[src/hw/rtl/assert_macros.svh]
// Assertion macros shared by the RTL. Synthesis builds see empty bodies.
`ifndef ASSERT_MACROS_SVH
`define ASSERT_MACROS_SVH

`ifndef SYNTHESIS

// A property that must hold at every clock edge outside reset.
`define ASSERT_PROP(label, clk, rst_n, prop) \
    label: assert property (@(posedge clk) disable iff (!rst_n) (prop)) \
        else $error("assertion failed");

// When the antecedent holds, the consequent holds in the same cycle.
`define ASSERT_IMPL(label, clk, rst_n, ante, cons) \
    label: assert property (@(posedge clk) disable iff (!rst_n) (ante) |-> (cons)) \
        else $error("assertion failed");

// When the antecedent holds, the consequent holds in the next cycle.
`define ASSERT_NEXT(label, clk, rst_n, ante, cons) \
    label: assert property (@(posedge clk) disable iff (!rst_n) (ante) |=> (cons)) \
        else $error("assertion failed");

`else

`define ASSERT_PROP(label, clk, rst_n, prop)
`define ASSERT_IMPL(label, clk, rst_n, ante, cons)
`define ASSERT_NEXT(label, clk, rst_n, ante, cons)

`endif

`endif

[src/hw/rtl/dwg_pkg.sv]
package dwg_pkg;

    // Field widths.
    localparam int COORD_W    = 8;
    localparam int SIZE_W     = 9;
    localparam int COUNT_W    = 16;
    localparam int STATUS_W   = 3;
    localparam int MODE_W     = 2;
    localparam int CFG_IDX_W  = 2;
    localparam int CFG_DATA_W = 16;

    // Stream packing.
    localparam int IN_TDATA_W    = 24;
    localparam int OUT_TDATA_W   = 40;
    localparam int OUT_COUNT_LSB = 17;
    localparam int OUT_USED_W    = 1 + COORD_W + COORD_W + COUNT_W + 1;
    localparam int OUT_PAD_W     = OUT_TDATA_W - OUT_USED_W;

    // Configuration register indexes.
    localparam logic [CFG_IDX_W-1:0] CFG_GRID_WIDTH   = 2'd0;
    localparam logic [CFG_IDX_W-1:0] CFG_GRID_HEIGHT  = 2'd1;
    localparam logic [CFG_IDX_W-1:0] CFG_TARGET_COUNT = 2'd2;

    // Reset values of the configuration registers.
    localparam logic [SIZE_W-1:0]  RST_GRID_WIDTH   = 9'd250;
    localparam logic [SIZE_W-1:0]  RST_GRID_HEIGHT  = 9'd250;
    localparam logic [COUNT_W-1:0] RST_TARGET_COUNT = 16'd5000;
    localparam logic [COUNT_W-1:0] COUNT_MAX        = 16'hFFFF;

    // Item modes.
    localparam logic [MODE_W-1:0] MODE_SPAWN = 2'd0;
    localparam logic [MODE_W-1:0] MODE_STEP  = 2'd1;
    localparam logic [MODE_W-1:0] MODE_READ  = 2'd2;
    localparam logic [MODE_W-1:0] MODE_CLEAR = 2'd3;

    // Step axis and direction codes.
    localparam logic AXIS_X  = 1'b0;
    localparam logic DIR_INC = 1'b0;

    // Result status codes.
    localparam logic [STATUS_W-1:0] ST_WALKING   = 3'd0;
    localparam logic [STATUS_W-1:0] ST_STUCK     = 3'd1;
    localparam logic [STATUS_W-1:0] ST_OCCUPIED  = 3'd2;
    localparam logic [STATUS_W-1:0] ST_NO_WALKER = 3'd3;
    localparam logic [STATUS_W-1:0] ST_READ      = 3'd4;
    localparam logic [STATUS_W-1:0] ST_CLEARED   = 3'd5;
    localparam logic [STATUS_W-1:0] ST_RANGE     = 3'd6;
    localparam logic [STATUS_W-1:0] ST_FINISHED  = 3'd7;

    // Grid memory operation requested by the controller.
    typedef enum logic [2:0] {
        OP_IDLE,
        OP_RD_CTR,
        OP_RD_LEFT,
        OP_RD_RIGHT,
        OP_EVAL,
        OP_SWEEP
    } dwg_op_t;

    // One input transaction, unpacked.
    typedef struct packed {
        logic               direction;
        logic               axis;
        logic [COORD_W-1:0] pos_y;
        logic [COORD_W-1:0] pos_x;
        logic [MODE_W-1:0]  mode;
    } dwg_item_t;

    // Commands from the controller to the datapath.
    typedef struct packed {
        logic    item_load;
        logic    decide;
        logic    sweep_start;
        dwg_op_t op;
        logic    out_load;
    } dwg_cmd_t;

    // Status from the datapath to the controller.
    typedef struct packed {
        logic decide_done;
        logic decide_clear;
        logic ctr_stop;
        logic sweep_last;
        logic out_free;
    } dwg_stat_t;

endpackage

[src/hw/rtl/dwg_ctrl.sv]
module dwg_ctrl (
    input  logic                aclk,
    input  logic                aresetn,
    input  logic                s_tvalid,
    output logic                s_tready,
    input  dwg_pkg::dwg_stat_t  stat,
    output dwg_pkg::dwg_cmd_t   cmd
);
    import dwg_pkg::*;

    typedef enum logic [3:0] {
        S_BOOT,
        S_BOOT_SWEEP,
        S_IDLE,
        S_DECIDE,
        S_RD_CTR,
        S_RD_LEFT,
        S_RD_RIGHT,
        S_EVAL,
        S_CLR_SWEEP,
        S_DONE
    } state_t;

    state_t state_reg;
    state_t state_next;

    // Next state and the commands issued in the current state.
    always_comb begin
        state_next      = state_reg;
        cmd             = '0;
        cmd.op          = OP_IDLE;
        s_tready        = 1'b0;
        case (state_reg)
            S_BOOT: begin
                cmd.sweep_start = 1'b1;
                state_next      = S_BOOT_SWEEP;
            end
            S_BOOT_SWEEP: begin
                cmd.op = OP_SWEEP;
                if (stat.sweep_last) begin
                    state_next = S_IDLE;
                end
            end
            S_IDLE: begin
                s_tready      = 1'b1;
                cmd.item_load = s_tvalid;
                if (s_tvalid) begin
                    state_next = S_DECIDE;
                end
            end
            S_DECIDE: begin
                cmd.decide = 1'b1;
                if (stat.decide_clear) begin
                    cmd.sweep_start = 1'b1;
                    state_next      = S_CLR_SWEEP;
                end else if (stat.decide_done) begin
                    state_next = S_DONE;
                end else begin
                    state_next = S_RD_CTR;
                end
            end
            S_RD_CTR: begin
                cmd.op     = OP_RD_CTR;
                state_next = S_RD_LEFT;
            end
            S_RD_LEFT: begin
                cmd.op = OP_RD_LEFT;
                if (stat.ctr_stop) begin
                    state_next = S_DONE;
                end else begin
                    state_next = S_RD_RIGHT;
                end
            end
            S_RD_RIGHT: begin
                cmd.op     = OP_RD_RIGHT;
                state_next = S_EVAL;
            end
            S_EVAL: begin
                cmd.op     = OP_EVAL;
                state_next = S_DONE;
            end
            S_CLR_SWEEP: begin
                cmd.op = OP_SWEEP;
                if (stat.sweep_last) begin
                    state_next = S_DONE;
                end
            end
            S_DONE: begin
                if (stat.out_free) begin
                    cmd.out_load = 1'b1;
                    state_next   = S_IDLE;
                end
            end
            default: begin
                state_next = S_BOOT;
            end
        endcase
    end

    // State register; reset starts the clearing pass over the grid.
    always_ff @(posedge aclk) begin
        if (!aresetn) begin
            state_reg <= S_BOOT;
        end else begin
            state_reg <= state_next;
        end
    end

endmodule

[config.mk]
export PLATFORM = sky130hd
export DESIGN_NAME = dwg_ctrl
export DESIGN_NICKNAME = d
export VERILOG_FILES = /design/src/hw/rtl/assert_macros.svh /design/src/hw/rtl/dwg_pkg.sv /design/src/hw/rtl/dwg_ctrl.sv
export SDC_FILE = /design/constraint.sdc
export NUM_CORES = 1
export LEC_CHECK = 0
export BUFFER_PORTS_ARGS = -buffer_cell sky130_fd_sc_hd__buf_2
export CAP_MARGIN = 25
export CORE_AREA = 2 2 39 41
export DETAILED_ROUTE_END_ITERATION = 12
export DIE_AREA = 0 0 41 43
export GPL_TIMING_DRIVEN = 0
export PLACE_DENSITY = 0.69
export SLEW_MARGIN = 20
export SYNTH_ARGS = -nofsm -noshare
export SYNTH_HDL_FRONTEND = slang
export SYNTH_SLANG_ARGS = --single-unit
[constraint.sdc]
create_clock -name aclk -period 3.5 [get_ports aclk]
set_input_delay 0.35 -clock aclk [delete_from_list [all_inputs] [get_ports aclk]]
set_output_delay 0.35 -clock aclk [all_outputs]
set_load 0.01 [all_outputs]
# == Word-level counts from Yosys, hierarchy flattened ==
# Cells that the tools add are included.
# word_totals
ff_bits,4
latchBits,0
ramBits,0
romBits,0
in_bits,8
output_inout_bits,8
word_cells,33
mem_count,0
# op_classes
addsub,0
multipliers,0
div,0
magnitude_cmp,0
eq_ne,13
n_shift,0
n_mux,16
n_bitwise,0
reduce_logical,3
# ops
cell,n
4-bit case mux with 10 select lines,1
4-bit two-way mux,7
"4-bit by 3-bit == test with 1-bit output, second input constant",4
3-bit case mux with 5 select lines,1
"4-bit by 2-bit == test with 1-bit output, second input constant",2
"4-bit == test, second input constant",2
"2-bit inequality test, second input constant",4
1-bit two-way mux,6
"4-bit by 1-bit == test with 1-bit output, second input constant",1
4-bit zero test,1
4-bit AND reduction,1
1-bit case mux with 2 select lines,1
2-bit OR reduction,1

# == Depth between registers and ports, before layout ==
# Gate-level depths: netlist (run 1).
# logic_depth
ltp_word,3
depth_mapped,5
mapped_depth_nobuf,4

# == Least setup slack after synthesis (run 1) ==
# OpenSTA, ideal clock, no wires.
# synth_path
path_type,register to output
from,reg state_reg[0]
to,out cmd[4] (netlist bit)
t_arrival_ns,1.165
slack_ns,1.985
stages_incl_launch_ff,6
path_buffers,2
path_cell_list,dfxtp_1 > buf_4 > clkbuf_1 > nand3_1 > o21a_1 > nor3_1
# synth_rtl
element,line,source
"start, declared",dwg_ctrl.sv:24,state_t state_reg;
"start signal, assigned",dwg_ctrl.sv:105,state_reg <= state_next;
"end, declared",dwg_ctrl.sv:7,output dwg_pkg::dwg_cmd_t cmd

==> results of run 1 <==
power by group through the flow:
stage	Sequential, mW	Combinational [mW]	Clock (mW)
after global routing	0.0731	0.314	0.0646
after detailed placement	0.0728	0.283	0
after CTS	0.0718	0.284	0.0608
after global placement	0.0721	0.282	0
after floorplan	0.0676	0.218	0
final	0.0718	0.283	0.0583
layout by cell type, fill, tap and decap left out, types with 2 or more instances in the layout:
| master | count |
|---|---|
| a21oi_1 | 3 |
| a32o_1 | 2 |
| buf_2 | 15 |
| clkbuf_1 | 4 |
| clkbuf_4 | 3 |
| dfxtp_1 | 4 |
| inv_1 | 2 |
| nand2_1 | 6 |
| nor2_1 | 6 |
| nor3_1 | 4 |
| nor3b_1 | 3 |
| o21a_1 | 2 |
| o21ai_0 | 3 |
| or3_1 | 2 |
| xnor2_1 | 2 |
metal layers:
layer	wire length, microns	share of wire, %	global-route usage, %
met1	503	47	20.3
met2	492	46	20.3
met3	85	7.9	6.28
met4	0	0	2.00
met5	0	0	0
worst max-delay path, cell delays in order (launching register included):
cell and delay, ps:
dfxtp_1 400, clkbuf_1 350, nor2_1 120, nand2_1 110, nor2_1 60, or2_2 290
buf_2 140
cells by family (layout without fill, tap and decap cells):
kind of cell	count (synthesis)	after routing	share of synthesized area [%]
DFF	4	4	17.9
xor gates and xnor gates	2	2	3.91
muxes	1	1	2.23
buffers and inverters	8	26	9.22
and+or+nand+nor	29	29	37.7
AOI/OAI and AO/OA	16	16	29.0
through the flow:
step                std cells  hold WS [ps]
floorplan                  60           512
finish                     94           448
global route               94           443
global placement           91           679
detailed placement         91           681
CTS                        94           438
area by class of cell:
type	count	area [sq um]
fill	152	818
multi-input combinational	48	327
sequential	4	80.1
timing repair buffer	15	75.1
buffer	6	33.8
clock buffer	3	22.5
tap	16	20.0
inverter	2	7.51
Yosys cell counts:
library cell / instances
nor4b_2: 1
a221o_1: 1
or2_2: 1
a32oi_1: 1
o31ai_4: 1
or2_1: 1
o21ai_0: 3
a21oi_1: 3
o21a_1: 2
xnor2_1: 2
buf_4: 1
nand2_1: 6
nand3_1: 1
nor2_1: 6
nor3b_2: 1
nor3b_1: 3
inv_1: 2
nor3_1: 4
nor4bb_1: 1
dfxtp_1: 4
nand2b_1: 1
clkbuf_1: 4
o21bai_1: 1
or3_1: 2
buf_6: 1
nand3b_1: 1
a32o_1: 2
mux2i_1: 1
a21boi_2: 1
o22ai_1: 1
worst paths after layout:
path / startpoint / endpoint / slack [ps] / cells past startpoint
setup / recovery: state_reg[1] / cmd[3] / 1450 / 6
hold / removal: aresetn / state_reg[2] / 450 / 2
setup reg to reg: state_reg[3] / state_reg[3] / 1950 / 4
hold reg to reg: state_reg[0] / state_reg[3] / 790 / 3
==> key figures, run 1 <==
Critical path
  • Worst EP arrival: roughly 1700 ps
  • WP data required: 3150 ps
  • CP Max Fanout: 10
  • Crit path capture type: primary output
  • WS Path Type: reg2out
  • Startpoint types: register

STA
  • Total Neg Setup Slack: 0 ps
  • Endpoints failing hold: 0
  • Max Transition Viols Final: 0
  • Fin crit share: slightly below 60%
  • Final worst slack: approximately 1400 ps
  • Max-slew headroom: between 70% and 80%
  • Max Fclk: 488 MHz
  • Final min period: roughly 2000 ps
  • RSZ-0062 raised after global routing: no
  • Final setup vio count: 0
  • Worst-margin pin slew: between 400 and 500 ps
  • Fin Clk Skew: roughly 5.9 ps

Pwr
  • Psw: between 0.15 and 0.2 mW
  • Final Total Pwr: between 0.4 and 0.5 mW
  • Pint: 0.227 mW
  • Seq pwr share: ~17%
  • PwrDens: around 730 mW/mm^2
  • Combinational power share: around two thirds
  • Sw Share: between 40 and 50%
  • Clk pwr share: between 10 and 15%
  • Peak VDD IR: roughly 0.00028 V
  • Pleak: 0.227 nW

Clocking
  • # resized after CTS: 0
  • Clk pin slew, worst setup/hold paths: about 30 ps
  • Clock Tree Buf Depth: 2
  • Cts-stage hold buffer count: 0
  • Max H-tree Level: 1
  • CTS sink cnt: 4
  • CTS tree: built
  • Latest clock arrival within the worst-skew pair: 240 ps
  • CTS Buf Count: 3
  • Root Driver: clkbuf_4
  • Setup Buffers After CTS: 0

Floorplan
  • # IOs: 16
  • Initial cell density of the core: 32.4%
  • Die area: 0.00176 sq mm
  • Die Span Y: approximately 43 microns
  • CORE AREA: 0.00138 sq mm
  • Die W: 41 microns
  • FP Rows: 14

Cells and area
  • Post-layout util: between 40% and 50%
  • # diodes: 0
  • Nets@finish: about 90
  • Synth-to-Final Area Change: 26.3%
  • Max FFs per register: 4
  • Fin area: between 500 and 600 sq um
  • Share of cells above drive strength 1: 32.1%

GRT
  • Vias in the first global route: between 400 and 500
  • Initial antenna violation count: 0
  • First-pass GRT wire length: between 1500 and 2000 microns
  • Grt ovf: 0
  • Tot GR Track Use: 14.4%
  • Largest net degree at the start of global routing: 11

Drt
  • WL/cell: between 10 and 15 microns
  • DR vias/cell: approximately 5.2
  • Iter 0 DRT Violations: 6
  • DRC Markers: 0
  • Pre-antenna DRT Iters: 4
  • Routed Antenna Nets: 0
  • Vias: around 490
  • Total Routed Length: about 1100 microns

Placed design
  • Pre-CTS WS: around 1700 ps
  • DP Wirelength: 814 microns
  • IO buf count: 15
  • Gp weighted congestion: roughly 0.8
  • Placed Area: 543 sq um

Worst hold path
  • Worst Hold Class: in2reg

Yosys
  • Mapped Cells: 60
  • Number of synthesized register bits: 4
  • Top cell type's share of synthesized area: 17.9%
  • Ys Warns: 0
  • Synth Net Count: 68
  • Syn Area/Cell: about 7.5 sq um
  • Part of the Yosys area used for sequential elements: around 18%
  • Synth area leaders: dfxtp_1, nand2_1, nor2_1
  • Mapped cell area: 448 sq um
  • Distinct cell type count of the synthesized netlist: 30
  • Area leader, netlist: dfxtp_1

Flow run
  • Max cap viols: 0

Run status
  • Outcome: completed
No activity file was read; power rests on OpenSTA's default activity.
==> run 2, diff against run 1 <==
--- a/config.mk
+++ b/config.mk
@@ -11,7 +11,7 @@
 export DETAILED_ROUTE_END_ITERATION = 12
 export DIE_AREA = 0 0 41 43
 export GPL_TIMING_DRIVEN = 0
-export PLACE_DENSITY = 0.69
+export PLACE_DENSITY = 0.71
 export SLEW_MARGIN = 20
 export SYNTH_ARGS = -nofsm -noshare
 export SYNTH_HDL_FRONTEND = slang
==> constraint.sdc (replaced) <==
create_clock -name aclk -period 1.7 [get_ports aclk]
set_input_delay 0.17 -clock aclk [delete_from_list [all_inputs] [get_ports aclk]]
set_output_delay 0.17 -clock aclk [all_outputs]
set_load 0.01 [all_outputs]
==> run 2 against run 1 <==
Sequential share of layout area is essentially flat. Clock power up 96%. First-iteration DRC count up 50%. Critical path type unchanged.
==> key figures, run 2 (synthesis gave the netlist of run 1 again) <==
STA
  • Max Fclk: around 640 MHz
  • Endpoints failing hold: 0
  • Fin Clk Skew: a little over 0.3 ps
  • Final setup vio count: 0
  • Final min period: 1570 ps
  • RSZ-0062 raised after global routing: no
  • Fin crit share: about 92%
  • Worst-margin pin slew: 233 ps
  • Total Neg Setup Slack: 0 ps
  • Max Transition Viols Final: 0
  • Hold WS: between 200 and 300 ps
  • Final worst slack: between 100 and 150 ps
  • Max-slew headroom: between 80% and 90%

Placed design
  • Number of instances in the placed design: slightly above 90
  • IO buf count: 15
  • Gp weighted congestion: between 0.7 and 0.8
  • Placed Area: between 500 and 600 sq um
  • DP Wirelength: roughly 850 microns
  • Pre-CTS WS: around 89 ps

Cells and area
  • Max FFs per register: 4
  • # diodes: 0
  • Fin area: about 570 sq um
  • Non-filler cells, final: 94
  • Commonest non-fill, non-tap cells in the layout: buf_2, nor2_1, nand2_1
  • Commonest non-fill, non-tap cell in the layout: buf_2
  • Synth-to-Final Area Change: 28.2%
  • Fillers: roughly 150
  • Nets@finish: about 90
  • Share of cells above drive strength 1: between 30% and 40%

Floorplan
  • CORE AREA: 0.00138 sq mm
  • Initial cell density of the core: about a third
  • Die Span Y: between 40 and 50 microns
  • FP Rows: 14
  • Die area: about 0.0018 sq mm
  • # IOs: 16
  • Die W: 41 microns

Clocking
  • CTS sink cnt: 4
  • Setup Buffers After CTS: 0
  • Clk pin slew, worst setup/hold paths: roughly 40 ps
  • Cts-stage hold buffer count: 0
  • Root Driver: clkbuf_4
  • Clock Tree Buf Depth: 2
  • CTS Buf Count: 3
  • CTS tree: built
  • Latest clock arrival within the worst-skew pair: around 230 ps
  • Max H-tree Level: 1

Critical path
  • CP Max Fanout: 10
  • Most frequent CP cell: nor2_1
  • Startpoint types: register
  • Reg2Reg Capture Point: state_reg[3]
  • CP Cell Sequence: buf_4 -> nor2_1 -> nand2_1 -> nor2_1 -> or2_2 -> buf_2
  • Reg-to-reg startpoint: state_reg[0]
  • WP data required: roughly 1500 ps
  • Crit path capture type: primary output
  • Crit-path slowest cell: dfxtp_2
  • CP delay by family, top: simple AND/OR/NAND/NOR gates
  • FF-to-FF path depth: 5
  • Worst EP arrival: roughly 1400 ps
  • Reg2Reg Setup Slack: around 200 ps
  • WS Path Type: reg2out
  • Max incr delay on CP: approximately 360 ps
  • Critical path buffer and inverter count: 2

Drt
  • Total Routed Length: ~1100 microns
  • DRC Markers: 0
  • Vias: just under 500
  • Routed Antenna Nets: 0
  • WL/cell: between 10 and 15 microns
  • DR vias/cell: a little over 5
  • Pre-antenna DRT Iters: 4
  • Iter 0 DRT Violations: 9

Run status
  • Outcome: completed

Pwr
  • PwrDens: 1500 mW/mm^2
  • Peak VDD IR: between 0.0004 and 0.0005 V
  • Pleak: ~0.24 nW

Worst hold path
  • Min-delay src: aresetn
  • Hold Path Stages: 2
  • Hold endpoint: state_reg[2]
  • Worst Hold Class: in2reg

GRT
  • Initial antenna violation count: 0
  • Vias in the first global route: roughly 450
  • Grt ovf: 0
  • Largest net degree at the start of global routing: 11
  • Tot GR Track Use: between 10 and 15%
  • First-pass GRT wire length: approximately 1700 microns

Flow run
  • Max cap viols: 0
[run 2: cell count changes in the layout (fill, tap and decap cells not counted)]
cell      before  now
dfxtp_1        4    3
clkbuf_2       0    3
dfxtp_2        0    1
clkbuf_1       4    0
buf_4          1    2
[run 2: how the worst max path moves through the flow]
stage / startpoint / endpoint / slack (ps) / depth (start not counted)
after floorplan: state_reg[0] / state_reg[3] / 290 / 5
after global placement: state_reg[1] / cmd[3] / 90 / 6
after detailed placement: state_reg[1] / cmd[3] / 90 / 6
after CTS: state_reg[1] / cmd[3] / 10 / 6
after global routing: state_reg[0] / cmd[4] / 20 / 6
final: state_reg[1] / cmd[3] / 130 / 6
[run 2: worst register-to-register path, delay by kind of cell (launching register included)]
kind	cells	cell delay [ps]
and+or+nand+nor	2	460
buffers and inverters	1	150
DFF	1	300
AOI/OAI and AO/OA	2	460
[run 2: final cells by class]
class	count	area (sq um)	share of cell area, %
multi-input cells	48	327	56.9
flip-flops and latches	4	81.3	14.2
repair buffers	15	75.1	13.1
plain buffers	6	41.3	7.19
clock buffers	3	22.5	3.92
well taps	16	20.0	3.49
inverters	2	7.51	1.31
[run 2: per-layer routing]
metal	part of all wire (%)	GRT usage, %
met1	45	17.4
met2	51	21.9
met3	4.3	4.71
met4	0	4.00
met5	0	0
[run 2: timing repair]
action	4_1_cts	5_1_grt
pin swaps	0	0
gates resized for setup	4	4
setup endpoints to repair	2	1
[run 2: per-stage QoR]
step	total power, mW	util [%]
2_1_floorplan	0.587	-
3_3_place_gp	0.725	39.2
6_report	0.862	41.5
3_5_place_dp	0.734	39.2
4_1_cts	0.867	41.3
5_1_grt	0.937	41.5
[run 2: power by group]
group          total [mW]  switching, mW  internal, mW  leakage, nW
Sequential          0.150         0.0252         0.125       0.0331
Combinational       0.597          0.318         0.280        0.194
Clock               0.114         0.0353        0.0787       0.0138
==> run 3, diff against run 2 <==
==> constraint.sdc (replaced) <==
create_clock -name aclk -period 1.7 [get_ports aclk]
set_input_delay 0.085 -clock aclk [delete_from_list [all_inputs] [get_ports aclk]]
set_output_delay 0.085 -clock aclk [all_outputs]
set_load 0.01 [all_outputs]
==> run 3 against run 2 <==
Sequential share of layout area decreased by 0.095 points. Clock skew about the same. Via count fell by 0.62%. Clock-buffer cell count stayed put. Critical endpoint unchanged. Largest cell class unchanged. Largest power group unchanged. Total power decreased by 1.2%.
==> key figures, run 3 (synthesis gave the netlist of run 1 again) <==
Run status
  • Outcome: completed

Pwr
  • Sw Share: roughly 44%
  • Pint: around 0.47 mW
  • Clk pwr share: around 13%
  • Pleak: about 0.24 nW
  • Combinational power share: 69.3%
  • Seq pwr share: between 15 and 20%
  • Psw: 0.378 mW
  • Peak VDD IR: about 0.00047 V
  • PwrDens: 1500 mW/mm^2

STA
  • Worst-margin pin slew: 380 ps
  • Max Transition Viols Final: 0
  • Total Neg Setup Slack: 0 ps
  • Fin Clk Skew: 0.150 ps
  • Max-slew headroom: about three quarters
  • Final min period: ~1600 ps
  • Max Fclk: between 600 and 700 MHz
  • RSZ-0062 raised after global routing: no
  • Endpoints failing hold: 0
  • Fin crit share: 94.2%
  • Final setup vio count: 0

Clocking
  • Root Driver: clkbuf_4
  • Clk pin slew, worst setup/hold paths: around 40 ps
  • CTS Buf Count: 3
  • Cts-stage hold buffer count: 0
  • Setup Buffers After CTS: 0
  • Latest clock arrival within the worst-skew pair: between 200 and 250 ps
  • Clock Tree Buf Depth: 2
  • CTS tree: built
  • # resized after CTS: 1
  • CTS sink cnt: 4
  • Max H-tree Level: 1

Worst hold path
  • Worst Hold Class: in2reg
  • Min-delay src: aresetn

Drt
  • Total Routed Length: ~1100 microns
  • WL/cell: between 10 and 15 microns
  • DRC Markers: 0
  • Vias: 480
  • DR vias/cell: 5.11
  • Pre-antenna DRT Iters: 4
  • Routed Antenna Nets: 0
  • Iter 0 DRT Violations: 8

Critical path
  • CP delay by family, top: simple AND/OR/NAND/NOR gates
  • CP Cell Sequence: buf_2 -> nor2_1 -> nand2_1 -> nor2_1 -> or2_2 -> buf_2
  • Max incr delay on CP: approximately 400 ps
  • Worst EP arrival: between 1500 and 2000 ps
  • Crit path from: state_reg[1]
  • Crit path capture type: primary output
  • Crit-path slowest cell: dfxtp_1
  • Critical path buffer and inverter count: 2
  • WS Path Type: reg2out
  • Startpoint types: register
  • CP Max Fanout: 10
  • WP data required: 1620 ps
  • Reg-to-reg startpoint: state_reg[0]

Cells and area
  • Share of cells above drive strength 1: 35.9%
  • Reg area: between 80 and 90 sq um
  • Fin area: 569 sq um
  • Commonest non-fill, non-tap cells in the layout: buf_2, nor2_1, nand2_1
  • Post-layout util: roughly two fifths
  • Synth-to-Final Area Change: 27.1%
  • Area of the multi-input gates: about 330 sq um
  • Fillers: roughly 150
  • Max FFs per register: 4
  • Non-filler cells, final: 94
  • Commonest non-fill, non-tap cell in the layout: buf_2
  • Nets@finish: 88
  • # diodes: 0

Floorplan
  • Die area: 0.00176 sq mm
  • Die Span Y: approximately 43 microns
  • Initial cell density of the core: between 30% and 40%
  • # IOs: 16
  • FP Rows: 14
  • Die W: between 40 and 50 microns
  • CORE AREA: 0.00138 sq mm

Flow run
  • Max cap viols: 0

GRT
  • Grt met1 use: between 10% and 20%
  • Met2 global-route usage: approximately 22%
  • Most Crowded Layer GR: met2
  • Initial antenna violation count: 0
  • Largest net degree at the start of global routing: 11
  • Grt ovf: 0
  • First-pass GRT wire length: roughly 1700 microns
  • Met3 usage: roughly 4.7%
  • Vias in the first global route: around 450
  • Tot GR Track Use: 14.0%

Placed design
  • IO buf count: 15
  • Number of instances in the placed design: 91
  • Placed Area: around 540 sq um
  • Gp weighted congestion: 0.732
  • DP Wirelength: 853 microns
## run 3: cell counts in the layout (fill, tap and decap cells not counted)
No cell type changed its count.
## run 3: worst paths after layout
| check | cells after the start | slack (ps) | endpoint |
|---|---|---|---|
| worst max-delay path | 6 | 100 | cmd[3] |
| worst min-delay path | 2 | 180 | state_reg[2] |
| worst max register to register | 5 | 200 | state_reg[3] |
| worst min register to register | 2 | 780 | state_reg[2] |
## run 3: cell type report
cell class              instances  area share [%]
well taps                      16            3.52
inverters                       2            1.32
plain buffers                   6            6.59
clock buffers                   3            3.96
repair buffers                 15            13.2
flip-flops and latches          4            14.1
multi-input cells              48            57.4
## run 3: routing by layer
| layer | vias up | routed length [microns] |
|---|---|---|
| met5 | - | 0 |
| met4 | 0 | 0 |
| met3 | 0 | 46 |
| met2 | 10 | 543 |
| met1 | 215 | 473 |
| li1 | 255 | - |
## run 3: power groups by stage
stage          registers (mW)  clock network, mW  logic [mW]
2_1_floorplan           0.139                  0       0.448
3_3_place_gp            0.150                  0       0.575
3_5_place_dp            0.150                  0       0.584
4_1_cts                 0.148              0.120       0.589
5_1_grt                 0.151              0.128       0.647
6_report                0.147              0.114       0.590
## run 3: worst reg2reg max path, stage by stage, from the launching register on
cell,delay [ps]
dfxtp_1,310
buf_4,150
nor4bb_1,280
o21bai_1,120
nor3b_2,180
a221o_1,340
## run 3: per-stage QoR
step / setup WS (ps) / hold WS, ps / power, mW
2_1_floorplan: 293 / 247 / 0.587
3_3_place_gp: 171 / 412 / 0.725
3_5_place_dp: 174 / 419 / 0.734
4_1_cts: 64.2 / 175 / 0.857
5_1_grt: 4.26 / 187 / 0.926
6_report: 97.8 / 180 / 0.851
